===== config.mk =====
export PLATFORM = sky130hd
export DESIGN_NAME = mrrb_front
export DESIGN_NICKNAME = d
export VERILOG_FILES = /design/src/rtl/core/mrrb_pkg.sv /design/src/rtl/core/mrrb_front.sv
export SDC_FILE = /design/constraint.sdc
export NUM_CORES = 1
export LEC_CHECK = 0
export BUFFER_PORTS_ARGS = -buffer_cell sky130_fd_sc_hd__buf_2
export CAP_MARGIN = 20
export CORE_ASPECT_RATIO = 0.5
export CORE_MARGIN = 5
export CORE_UTILIZATION = 24
export DETAILED_ROUTE_END_ITERATION = 16
export GPL_ROUTABILITY_DRIVEN = 0
export GPL_TIMING_DRIVEN = 1
export HOLD_SLACK_MARGIN = 0.15
export PLACE_DENSITY = 0.54
export SLEW_MARGIN = 10
export SYNTH_ARGS = -nofsm -noshare
export SYNTH_HDL_FRONTEND = slang
export SYNTH_SLANG_ARGS = --single-unit

===== constraint.sdc =====
create_clock -name clk -period 5.6 [get_ports clk]
set_input_delay 1.12 -clock clk [delete_from_list [all_inputs] [get_ports clk]]
set_output_delay 1.12 -clock clk [all_outputs]
set_load 0.03 [all_outputs]

===== src/rtl/core/mrrb_pkg.sv =====
// mrrb_pkg: shared types and codes for the multi-reader ring buffer.
// No dependencies.
`timescale 1ns / 1ps
package mrrb_pkg;
  typedef enum logic [2:0] {
    FN_CREATE = 3'd0,
    FN_WRITE  = 3'd1,
    FN_READ   = 3'd2,
    FN_FLUSH  = 3'd3,
    FN_FORK   = 3'd4,
    FN_CLOSE  = 3'd5
  } func_t;

  typedef enum logic [1:0] {
    ST_OK     = 2'd0,
    ST_ACCESS = 2'd1,
    ST_CLOSED = 2'd2,
    ST_OTHER  = 2'd3
  } status_t;

  typedef enum logic [1:0] {
    BK_IDLE  = 2'd0,
    BK_WAIT  = 2'd1,
    BK_OUT   = 2'd2
  } back_state_t;

  typedef struct packed {
    logic [2:0]  func;
    logic        file_end;
    logic [15:0] pid;
    logic [15:0] parent_pid;
    logic [7:0]  data_byte;
    logic        last_of_call;
  } item_t;
endpackage


===== src/rtl/core/mrrb_front.sv =====
// mrrb_front: two-entry queue toward the back end.
// Depends on mrrb_pkg.
`timescale 1ns / 1ps
module mrrb_front (
  input  logic           clk,
  input  logic           rst,
  input  logic           in_valid,
  output logic           in_stall,
  input  mrrb_pkg::item_t in_item,
  output logic           q_valid,
  input  logic           q_pop,
  output mrrb_pkg::item_t q_item
);
  mrrb_pkg::item_t entry [2];
  logic [1:0] count;
  logic       rd_ptr, wr_ptr;
  logic       push;

  assign in_stall = (count == 2'd2);
  assign push     = in_valid && !in_stall;
  assign q_valid  = (count != 2'd0);
  assign q_item   = entry[rd_ptr];

  always_ff @(posedge clk) begin
    if (rst) begin
      count  <= 2'd0;
      rd_ptr <= 1'b0;
      wr_ptr <= 1'b0;
    end else begin
      if (push) wr_ptr <= ~wr_ptr;
      if (q_pop) rd_ptr <= ~rd_ptr;
      count <= count + {1'b0, push} - {1'b0, q_pop};
    end
    if (push) entry[wr_ptr] <= in_item;
  end

  assert property (@(posedge clk) disable iff (rst) q_pop |-> q_valid)
    else $error("pop from empty queue");
  assert property (@(posedge clk) disable iff (rst) count <= 2'd2)
    else $error("queue overflow");
  assert property (@(posedge clk) disable iff (rst)
    (count == 2'd2 && !q_pop) |=> count == 2'd2)
    else $error("full queue lost an entry");
endmodule


==> results.json <==
{
  "wirelength_mm": 6.81,
  "path_clk_slew_ns": 0.07,
  "tritoncts": "built",
  "grt_max_degree": 46,
  "diodes": 0,
  "cp.required_ns": 4.48,
  "slew-limit-headroom": 0.290,
  "initial_core_util": 0.243,
  "status": "finished, final reports clean",
  "critPathMaxFanout": 24,
  "syn-num-nets": 216,
  "rsz0062_at_grt": "false",
  "path_cells": "buf_16 > mux2_2 > buf_2",
  "endpoint_kind": "output pin",
  "setup_viol": 0,
  "cts.sinks": 95,
  "maxCapViolations": 0,
  "max_stage_delay_ns": 0.72,
  "dr.pass1.iters": 5,
  "numCtsBuffers": 9,
  "synth_top_cell_by_area": "edfxtp_1",
  "portBuffers": 95,
  "synth_cell_type_count": 19,
  "p_sw_uw": 556,
  "synth_edf_count": 90,
  "postCtsSetupRepairBufs": 0,
  "layout-drive-gt1-share": 0.601,
  "vias_per_cell": 3.77,
  "setup_total_negative_slack_ns": 0,
  "yosysMostFrequentCell": "edfxtp_1",
  "post-route-period-util": 0.532,
  "p_sw_frac": 0.295,
  "cts_resized": 0,
  "final_hold_viol_count": 0,
  "root_buffer": "clkbuf_16",
  "first_global_vias": 2011,
  "worst-endpoint-arrival_ns": 1.86,
  "max-clock-path-buffers": 2,
  "combPwrFrac": 0.209,
  "area.growth.synth_to_final_pct": 28.6,
  "drc_errors": 0,
  "fp-row-count": 31,
  "synthFlopType": "edfxtp_1",
  "clock-skew-final_ns": 0.00408,
  "crit_path_top_delay_cell": "dfxtp_2",
  "tightest_slew_ns": 1.06,
  "leakage_nw": 1.66,
  "min_path_type": "reg -> reg",
  "fin_area_um2": 4490,
  "finalMaxSlewViolations": 0,
  "holdBufCountCts": 0,
  "crit_type": "reg -> out",
  "wl_per_cell_um": 14.5,
  "globalRouteOverflowTotal": 0,
  "async_flop_share": 0,
  "synthesis.area_um2": 3490,
  "syn_inst": 165,
  "seqPwrFrac": 0.488,
  "chipWidth_um": 180,
  "p_per_area_nw_per_um2": 420,
  "dieHeight_um": 95.3,
  "yosys.area.top_type_share": 0.775,
  "ys_ff_latch": 95,
  "core_um2": 14400,
  "synth-warning-count": 0,
  "min_period_ns": 2.98,
  "die_area_um2": 17200,
  "ant_nets": 0,
  "ctsHtreeMaxLevel": 3,
  "antenna_found_initial": 0,
  "synth_area_per_cell_um2": 21.1,
  "grt_usage": 0.0789,
  "first_iter_violations": 59,
  "grt_pass1_wl_mm": 10.4,
  "cp-start-kind": "flop",
  "pwr-share-clk": 0.303,
  "fmax_mhz": 336,
  "max-vdd-ir-drop_v": 0.000144,
  "synthTopCellsByCount": "90 x edfxtp_1, 45 x mux2_2, 5 x dfxtp_1",
  "insertion_delay_ns": 0.34,
  "dp_hpwl_mm": 4.64,
  "synth-seq-area-share": 0.803,
  "vias": 1774,
  "io-pin-count": 96,
  "synth_area_leaders": "edfxtp_1 77%, mux2_2 15%, dfxtp_1 2.9%",
  "internal-power_mw": 1.33,
  "fin_nets": 319,
  "postPlaceCellArea_um2": 4160
}
==> cell families (layout without fill, tap and decap cells) <==
family | count (synthesis) | count (layout) | share of synthesized area
adder cells (fa/ha/maj) | 2 | 2 | 0.00717
XOR/XNOR | 3 | 3 | 0.00753
multiplexers | 45 | 45 | 0.145
flip-flops | 95 | 95 | 0.803
buffers and inverters | 9 | 117 | 0.0194
AO/OA/AOI/OAI | 2 | 2 | 0.00287
AND/OR/NAND/NOR | 9 | 9 | 0.0144
==> through the flow <==
stage	hold slack (ns)	power (mW)	setup slack, ns	cells	utilization
after floorplan	0.451	1.21	2.80	165	-
after global placement	0.468	1.32	2.78	453	0.290
after global routing	0.542	1.98	2.50	471	0.313
after CTS	0.492	1.91	2.36	469	0.309
after detailed placement	0.482	1.33	2.71	453	0.290
final	0.494	1.88	2.62	471	0.313
==> layout make-up <==
| type | instances | area (µm²) |
|---|---|---|
| Clock buffer | 9 | 225 |
| Tap cell | 198 | 248 |
| Multi-Input combinational cell | 61 | 618 |
| Sequential cell | 95 | 2800 |
| Clock inverter | 7 | 53.8 |
| Inverter | 4 | 15.0 |
| Timing Repair Buffer | 97 | 523 |
| Fill cell | 1439 | 9860 |
==> power by group through the flow <==
stage | clock network [mW] | logic (mW) | registers [mW]
4_1_cts | 0.592 | 0.390 | 0.929
3_5_place_dp | 0 | 0.389 | 0.945
6_report | 0.570 | 0.394 | 0.920
2_1_floorplan | 0 | 0.287 | 0.922
5_1_grt | 0.625 | 0.424 | 0.928
3_3_place_gp | 0 | 0.381 | 0.938
==> per-layer routing <==
layer  up-vias  wire (µm)  track usage
li1        845          -            -
met4         0         96       0.0289
met1       894       2610       0.0785
met2        26       3930        0.158
met3         9        176       0.0240
met5         -          0            0
==> layout by cell type (no fill, tap or decap) <==
| master | count |
|---|---|
| xor2_1 | 1 |
| and3_2 | 1 |
| buf_16 | 1 |
| ha_1 | 2 |
| dfxtp_2 | 1 |
| inv_1 | 2 |
| buf_12 | 1 |
| mux2_2 | 45 |
| or3_1 | 1 |
| clkinvlp_4 | 2 |
| inv_6 | 2 |
| clkbuf_16 | 9 |
| buf_2 | 95 |
| edfxtp_1 | 90 |
| nor2_1 | 3 |
| inv_2 | 2 |
| or2_2 | 1 |
| nor2b_1 | 1 |
| nand2b_2 | 1 |
| nand2_1 | 1 |
| clkinv_2 | 2 |
| a21oi_1 | 1 |
| dfxtp_1 | 4 |
| o21ai_0 | 1 |
| xnor2_1 | 2 |
| inv_8 | 1 |
==> sequential cells by signal, summed over array words and instances (netlist names), named ones only <==
signal,count
entry,90
count,2
rd_ptr,1
wr_ptr,1
==> worst max-delay path: cells and delay by family, from the launching register on <==
| kind | cells | cell delay (ns) |
|---|---|---|
| buf+inv | 2 | 0.43 |
| flops | 1 | 0.72 |
| mux | 1 | 0.36 |
==> final timing paths <==
kind,startpoint,endpoint,slack [ns],cells past startpoint
max,flop,q_item[24],2.62,3
min,wr_ptr,wr_ptr,0.49,2
max reg2reg,count[0],entry[0][4],3.53,4
min reg2reg,wr_ptr,wr_ptr,0.49,2
No activity file was read; power rests on OpenSTA's default activity.
